--- src/rtl/ilp_pkg.sv ---
// ----------------------------------------------------------------------------
// Integer literal parser package
// Widths, phase codes, character codes and digit classification.
// ----------------------------------------------------------------------------
package ilp_pkg;

	localparam int VALUE_WIDTH = 32;
	localparam int COUNT_WIDTH = 16;
	localparam int BASE_WIDTH  = 6;
	localparam int CHAR_WIDTH  = 8;
	localparam int OUT_WIDTH   = ((VALUE_WIDTH + COUNT_WIDTH + 7) / 8) * 8;

	localparam logic [BASE_WIDTH-1:0] BASE_AUTO    = BASE_WIDTH'(0);
	localparam logic [BASE_WIDTH-1:0] BASE_OCT     = BASE_WIDTH'(8);
	localparam logic [BASE_WIDTH-1:0] BASE_DEC     = BASE_WIDTH'(10);
	localparam logic [BASE_WIDTH-1:0] BASE_HEX     = BASE_WIDTH'(16);
	localparam logic [BASE_WIDTH-1:0] BASE_RESET   = BASE_DEC;

	localparam logic [CHAR_WIDTH-1:0] CH_SPACE = 8'h20;
	localparam logic [CHAR_WIDTH-1:0] CH_TAB   = 8'h09;
	localparam logic [CHAR_WIDTH-1:0] CH_LF    = 8'h0A;
	localparam logic [CHAR_WIDTH-1:0] CH_VT    = 8'h0B;
	localparam logic [CHAR_WIDTH-1:0] CH_FF    = 8'h0C;
	localparam logic [CHAR_WIDTH-1:0] CH_CR    = 8'h0D;
	localparam logic [CHAR_WIDTH-1:0] CH_PLUS  = 8'h2B;
	localparam logic [CHAR_WIDTH-1:0] CH_MINUS = 8'h2D;
	localparam logic [CHAR_WIDTH-1:0] CH_ZERO  = 8'h30;
	localparam logic [CHAR_WIDTH-1:0] CH_NINE  = 8'h39;
	localparam logic [CHAR_WIDTH-1:0] CH_UA    = 8'h41;
	localparam logic [CHAR_WIDTH-1:0] CH_UX    = 8'h58;
	localparam logic [CHAR_WIDTH-1:0] CH_UZ    = 8'h5A;
	localparam logic [CHAR_WIDTH-1:0] CH_LA    = 8'h61;
	localparam logic [CHAR_WIDTH-1:0] CH_LX    = 8'h78;
	localparam logic [CHAR_WIDTH-1:0] CH_LZ    = 8'h7A;

	typedef enum logic [2:0] {
		PH_SPACE  = 3'd0,
		PH_SIGNED = 3'd1,
		PH_ZERO   = 3'd2,
		PH_DIGITS = 3'd3
	} phase_t;

	typedef struct packed {
		logic                  ok;
		logic [BASE_WIDTH-1:0] val;
	} digit_t;

	function automatic digit_t digit_of(input logic [CHAR_WIDTH-1:0] c);
		digit_t d;
		logic [CHAR_WIDTH-1:0] t;
		d = '0;
		t = '0;
		if (c >= CH_ZERO && c <= CH_NINE) begin
			t = c - CH_ZERO;
			d.ok = 1'b1;
		end else if (c >= CH_LA && c <= CH_LZ) begin
			t = c - CH_LA + CHAR_WIDTH'(10);
			d.ok = 1'b1;
		end else if (c >= CH_UA && c <= CH_UZ) begin
			t = c - CH_UA + CHAR_WIDTH'(10);
			d.ok = 1'b1;
		end
		d.val = t[BASE_WIDTH-1:0];
		return d;
	endfunction

	function automatic logic is_space(input logic [CHAR_WIDTH-1:0] c);
		return c == CH_SPACE || c == CH_TAB || c == CH_LF || c == CH_CR ||
			c == CH_FF || c == CH_VT;
	endfunction

endpackage

--- src/rtl/integer_literal_parser_core.sv ---
// Takes one byte per transfer and returns one result per literal, on the byte that ends it:
// the value (negated if a minus sign led) and the count of bytes consumed before that byte.
// Sustains one byte per clock unless a result waits untaken; a byte is held in the input
// register, and its result is registered into the output register as the byte advances. The
// output register holds a result until it is taken, and s_axis_tready follows m_axis_tready
// while a result waits and a byte is held. number_base is latched from the register when the
// first byte after whitespace and sign is seen.
// ----------------------------------------------------------------------------
// Integer literal parser core
// Single-pass byte classifier and multiply-accumulate with registered result.
// ----------------------------------------------------------------------------
module integer_literal_parser_core (
	input  logic                               clk,
	input  logic                               arst_n,
	input  logic                               s_axis_tvalid,
	output logic                               s_axis_tready,
	input  logic [ilp_pkg::CHAR_WIDTH-1:0]     s_axis_tdata,  // [7:0] character
	output logic                               m_axis_tvalid,
	input  logic                               m_axis_tready,
	output logic [ilp_pkg::OUT_WIDTH-1:0]      m_axis_tdata,  // [31:0] value, [47:32] consumed_count
	input  logic                               cfg_valid,
	output logic                               cfg_ready,
	input  logic [ilp_pkg::BASE_WIDTH-1:0]     cfg_data       // [5:0] number_base
);
	import ilp_pkg::*;

	logic                   valid_s1;
	logic [CHAR_WIDTH-1:0]  char_s1;
	logic                   advance;

	logic [BASE_WIDTH-1:0]  number_base_q;
	phase_t                 phase_q, phase_d;
	logic [VALUE_WIDTH-1:0] acc_q, acc_d;
	logic                   neg_q, neg_d;
	logic [BASE_WIDTH-1:0]  base_q, base_d;
	logic [COUNT_WIDTH-1:0] count_q, count_d;

	logic                   out_valid_q;
	logic [OUT_WIDTH-1:0]   out_data_q, out_data_d;

	logic                   try_start, try_digit, bump, emit;
	logic [BASE_WIDTH-1:0]  dig_base;
	digit_t                 dig;
	logic [VALUE_WIDTH+BASE_WIDTH-1:0] prod;
	logic [COUNT_WIDTH-1:0] count_inc;

	assign advance       = valid_s1 && (!out_valid_q || m_axis_tready);
	assign s_axis_tready = !valid_s1 || advance;
	assign cfg_ready     = 1'b1;
	assign m_axis_tvalid = out_valid_q;
	assign m_axis_tdata  = out_data_q;

	assign dig       = digit_of(char_s1);
	assign prod      = (VALUE_WIDTH+BASE_WIDTH)'(acc_q) * (VALUE_WIDTH+BASE_WIDTH)'(dig_base);
	assign count_inc = (count_q == '1) ? count_q : count_q + COUNT_WIDTH'(1);

	always_comb begin
		phase_d   = phase_q;
		acc_d     = acc_q;
		neg_d     = neg_q;
		base_d    = base_q;
		count_d   = count_q;
		try_start = 1'b0;
		try_digit = 1'b0;
		bump      = 1'b0;
		emit      = 1'b0;
		dig_base  = base_q;
		unique case (phase_q)
			PH_SIGNED: try_start = 1'b1;
			PH_ZERO: begin
				if (char_s1 == CH_LX || char_s1 == CH_UX) begin
					base_d  = BASE_HEX;
					bump    = 1'b1;
					phase_d = PH_DIGITS;
				end else begin
					dig_base  = (base_q == BASE_AUTO) ? BASE_OCT : BASE_HEX;
					try_digit = 1'b1;
				end
			end
			PH_DIGITS: try_digit = 1'b1;
			default: begin
				phase_d = PH_SPACE;
				if (is_space(char_s1)) begin
					bump = 1'b1;
				end else if (char_s1 == CH_PLUS || char_s1 == CH_MINUS) begin
					neg_d   = (char_s1 == CH_MINUS);
					bump    = 1'b1;
					phase_d = PH_SIGNED;
				end else begin
					try_start = 1'b1;
				end
			end
		endcase
		if (try_start) begin
			if ((number_base_q == BASE_AUTO || number_base_q == BASE_HEX) &&
				char_s1 == CH_ZERO) begin
				base_d  = number_base_q;
				bump    = 1'b1;
				phase_d = PH_ZERO;
			end else begin
				dig_base  = (number_base_q == BASE_AUTO) ? BASE_DEC : number_base_q;
				try_digit = 1'b1;
			end
		end
		if (try_digit) begin
			if (dig.ok && dig.val < dig_base) begin
				acc_d   = prod[VALUE_WIDTH-1:0] + VALUE_WIDTH'(dig.val);
				base_d  = dig_base;
				bump    = 1'b1;
				phase_d = PH_DIGITS;
			end else begin
				emit = 1'b1;
			end
		end
		if (bump) begin
			count_d = count_inc;
		end
		out_data_d = '0;
		out_data_d[VALUE_WIDTH-1:0]           = neg_q ? (VALUE_WIDTH'(0) - acc_q) : acc_q;
		out_data_d[VALUE_WIDTH+:COUNT_WIDTH]  = count_q;
		if (emit) begin
			phase_d = PH_SPACE;
			acc_d   = '0;
			neg_d   = 1'b0;
			base_d  = '0;
			count_d = '0;
		end
	end

	always_ff @(posedge clk or negedge arst_n) begin
		if (!arst_n) begin
			valid_s1      <= 1'b0;
			out_valid_q   <= 1'b0;
			number_base_q <= BASE_RESET;
			phase_q       <= PH_SPACE;
			acc_q         <= '0;
			neg_q         <= 1'b0;
			base_q        <= '0;
			count_q       <= '0;
		end else begin
			if (cfg_valid && cfg_ready) begin
				number_base_q <= cfg_data;
			end
			if (s_axis_tvalid && s_axis_tready) begin
				valid_s1 <= 1'b1;
			end else if (advance) begin
				valid_s1 <= 1'b0;
			end
			if (advance && emit) begin
				out_valid_q <= 1'b1;
			end else if (m_axis_tready) begin
				out_valid_q <= 1'b0;
			end
			if (advance) begin
				phase_q <= phase_d;
				acc_q   <= acc_d;
				neg_q   <= neg_d;
				base_q  <= base_d;
				count_q <= count_d;
			end
		end
	end

	always_ff @(posedge clk) begin
		if (s_axis_tvalid && s_axis_tready) begin
			char_s1 <= s_axis_tdata;
		end
		if (advance && emit) begin
			out_data_q <= out_data_d;
		end
	end

	assert property (@(posedge clk) disable iff (!arst_n)
		advance && emit |=> phase_q == PH_SPACE && acc_q == '0 && count_q == '0 && !neg_q)
		else $error("parse state not cleared after result");

	assert property (@(posedge clk) disable iff (!arst_n)
		advance && !emit |=> count_q >= $past(count_q))
		else $error("consumed count decreased within a literal");

	assert property (@(posedge clk) disable iff (!arst_n)
		phase_q == PH_ZERO |-> acc_q == '0)
		else $error("accumulator nonzero after leading zero");

	assert property (@(posedge clk) disable iff (!arst_n)
		!s_axis_tready |-> valid_s1 && out_valid_q)
		else $error("input stalled with no item held");

endmodule
--- config.mk ---
export PLATFORM = sky130hd
export DESIGN_NAME = integer_literal_parser_core
export DESIGN_NICKNAME = d
export VERILOG_FILES = /design/src/rtl/ilp_pkg.sv /design/src/rtl/integer_literal_parser_core.sv
export SDC_FILE = /design/constraint.sdc
export NUM_CORES = 1
export LEC_CHECK = 0
export BUFFER_PORTS_ARGS = -buffer_cell sky130_fd_sc_hd__buf_2
export CAP_MARGIN = 25
export CORE_ASPECT_RATIO = 1.1
export CORE_MARGIN = 2
export CORE_UTILIZATION = 25
export DETAILED_ROUTE_END_ITERATION = 12
export GPL_TIMING_DRIVEN = 0
export PLACE_DENSITY = 0.5
export SKIP_LAST_GASP = 1
export SYNTH_ARGS = -nofsm -noshare
export SYNTH_HDL_FRONTEND = slang
export SYNTH_SLANG_ARGS = --single-unit
--- constraint.sdc ---
create_clock -name clk -period 13.9 [get_ports clk]
set_clock_uncertainty 0.05 [all_clocks]
set_input_delay 0.695 -clock clk [delete_from_list [all_inputs] [get_ports clk]]
set_output_delay 0.695 -clock clk [all_outputs]
set_load 0.005 [all_outputs]
==> summary.txt <==
Clocking
  – TritonCTS clock tree: built
  – Cts bufs inserted: 17
  – Clk slew on worst S/H paths: 0.06 ns
  – Clock Path Buffers: 2
  – H-tree depth: 4
  – Hold_buf cts: 0
  – Root buffer cell: clkbuf_16
  – CTS resizes: 0
  – Clk_lat worst skew: 0.45 ns
  – Clk sink count: 122
  – # Post-CTS Setup Buffers: 0

Min path
  – Path type of the worst min-delay path: input pin to asynchronous set/reset pin

Worst setup path
  – Critical path required time: 14.16 ns
  – Crit. End Element: flop
  – Worst Path Arrival: 8.87 ns
  – Largest delay contributor family on the critical path: adder cells
  – Critical Path Source: char_s1[0]
  – Crit start category: flop
  – Crit path kind: flop to flop
  – Slowest-stage cell, CP: clkbuf_1
  – Reg-to-Reg Start: char_s1[0]
  – CP peak stage delay: 0.75 ns
  – CP max FO: 10
  – CP bufs+invs: 6

Placed design
  – DP Area: 0.01258 sq mm
  – Port Buffers: 67
  – Placed insts: 1,791
  – DPL Wire Length: 24,660 um
  – Final GP Congestion: 0.8333

Logic synthesis
  – Synth unique cells: 80
  – FF+latch count, synth: 122
  – Mapped Cells: 1,133
  – Synth async-reset ratio: 54.10%
  – Sequential share of the synthesized area: 29.15%
  – EDFF count, synth: 56
  – Mean post-synth cell area: 10.10 sq um
  – Top post-synthesis cells by area: fa_1 (20%), edfxtp_1 (15%), dfrtp_1 (14%)
  – Synth Warn #: 0
  – Main synth FF type: dfrtp_1
  – Cell area after synthesis: 0.01144 sq mm
  – Synth area leader: fa_1
  – Synth top area share: 19.59%
  – Syn nets: 1,344

Finish
  – FILL cells: 4,793
  – Area grow syn2layout: 15.15%
  – Util after Layout: 29.06%
  – Non-Filler Instances: 1,823
  – Antenna Cells: 0
  – Nets: 1,433
  – Finished Cell Area: 0.01318 sq mm
  – Share of layout cells above drive strength 1: 11.66%

Routing
  – Drt via density: 4.762
  – Average wire per standard cell: 17.83 um
  – Iteration-0 DRC Markers: 462
  – Antenna-violating nets left: 0
  – Final WL: 32,500 um
  – Pre-antenna DRT Iters: 5
  – # DRC: 0
  – Vias after detailed routing: 8,681

Timing
  – Post-route minimum period: 8.612 ns
  – Final Hold Fails: 0
  – Period utilization: 61.95%
  – # setup viols final: 0
  – Worst Tran Pin Value: 1.061 ns
  – RSZ-0062 raised after global routing: false
  – Slew HR: 29.28%
  – Fmax: 116.1 MHz
  – TNS Setup: 0 ns
  – Slew Limit Fails: 0

GRT
  – Gr usage total: 14.29%
  – Largest net degree at the start of global routing: 43
  – Vias in the first global route: 9,320
  – Initial antenna violation count: 1
  – First-pass GRT wire length: 53,080 um
  – Overflow after GRT: 0

Pwr
  – VDD IR max: 0.05560 mV
  – Total power: 1.352 mW
  – P_leak: 6.166 nW
  – Power per cell area: 102.6 mW/mm^2

Die
  – Top Ports: 70
  – Die height: 228.4 um
  – Total die area: 0.04751 sq mm
  – Effective utilization at floorplan: 25.24%
  – Num rows: 82
  – Core region area: 0.04535 sq mm
  – Horiz. Die Dim: 208 um

Job
  – Max-cap viol count: 0

Run status
  – Status: finished clean
==> Yosys cell counts (14+ instances only) <==
| cell | number |
|---|---|
| or4_1 | 15 |
| nand2b_1 | 14 |
| clkbuf_1 | 45 |
| a21o_1 | 21 |
| xnor2_1 | 49 |
| nor2_1 | 28 |
| a21oi_1 | 48 |
| inv_1 | 58 |
| o31ai_1 | 31 |
| and2_1 | 132 |
| fa_1 | 112 |
| edfxtp_1 | 56 |
| nand2_1 | 112 |
| dfrtp_1 | 64 |
| nor2b_1 | 28 |
| o21ai_0 | 59 |
| ha_1 | 80 |
==> path summary, 6_finish.rpt <==
check,end,slack [ns],depth (start not counted)
min in group clk,char_s1[5],0.37,1
setup reg to reg,acc_q[31],5.29,27
hold reg to reg,m_axis_tdata[33],0.45,0
max in group asynchronous,number_base_q[3],13.09,2
hold / removal,valid_s1,0.13,1
setup / recovery,acc_q[31],5.29,27
==> routing by layer <==
layer | GRT usage (%) | part of all wire (%) | wire length, um
met1 | 18.64 | 45 | 14780
met3 | 2.611 | 4.0 | 1312
met4 | 4.854 | 2.4 | 778
met2 | 23.76 | 48 | 15630
met5 | 0 | 0 | 0
==> state kept, by name, summed over array words and instances (netlist names) <==
register	count
phase_q	3
m_axis_tdata	48
base_q	6
m_axis_tvalid	1
acc_q	32
number_base_q	6
neg_q	1
valid_s1	1
char_s1	8
count_q	16
==> cell usage in the layout (no fill, tap or decap), types with 14 or more instances in the layout <==
cell,Yosys,layout
a21o_1,21,21
a21oi_1,48,48
and2_1,132,132
buf_2,9,76
clkbuf_1,45,45
clkbuf_16,0,17
dfrtp_1,64,64
edfxtp_1,56,56
fa_1,112,112
ha_1,80,80
inv_1,58,58
nand2_1,112,112
nand2b_1,14,14
nor2_1,28,28
nor2b_1,28,28
o21ai_0,59,59
o31ai_1,31,31
or4_1,15,15
xnor2_1,49,49
==> worst register-to-register path, cell delays in order (launching register included) <==
cell,delay (ns)
edfxtp_1,0.52
inv_1,0.22
ha_1,0.24
nand2_1,0.10
o41ai_2,0.67
nand2_1,0.15
a21oi_1,0.19
or2_2,0.13
clkbuf_1,0.63
clkbuf_1,0.76
nand2_1,0.19
fa_1,0.55
fa_1,0.57
inv_1,0.06
fa_1,0.54
inv_1,0.06
fa_1,0.50
inv_1,0.05
ha_1,0.26
nor4_1,0.22
o21ai_0,0.17
a311oi_1,0.36
a21oi_1,0.21
a31o_2,0.33
a31o_2,0.28
a31o_2,0.26
xnor2_1,0.14
o21ai_0,0.09
==> layout make-up <==
class	instances	area (sq um)	area share, %
buffer	60	252.7	1.918
clock buffer	17	425.4	3.228
clock inverter	15	175.2	1.329
inverter	59	221.5	1.680
multi-input combinational	892	7636	57.94
sequential	122	3336	25.31
tap	588	735.7	5.582
timing repair buffer	70	396.6	3.010
==> metrics by stage <==
stage / hold slack (ns) / setup slack [ns]
2_1_floorplan: 0.3494 / 7.006
4_1_cts: 0.1250 / 5.228
3_5_place_dp: 0.4413 / 5.221
6_report: 0.1260 / 5.288
5_1_grt: 0.1373 / 4.711
3_3_place_gp: 0.4219 / 5.070
==> power breakdown <==
| group | switching, mW | total (mW) | internal (mW) |
|---|---|---|---|
| Clock | 0.206 | 0.462 | 0.256 |
| Sequential | 0.0221 | 0.457 | 0.435 |
| Combinational | 0.303 | 0.432 | 0.129 |
| Total | 0.531 | 1.35 | 0.820 |
==> logic make-up (layout without fill, tap and decap cells) <==
family	count (synthesis)	count (layout)	synth area share (%)
xor+xnor	62	62	4.985
fa+ha+maj	192	192	28.34
simple gates	394	394	18.94
mux	8	8	0.7543
other cells	1	1	0.03277
compound gates	235	235	13.68
flops	122	122	29.15
buf+inv	119	221	4.132
Note: power is estimated with default switching activity, not from simulation.
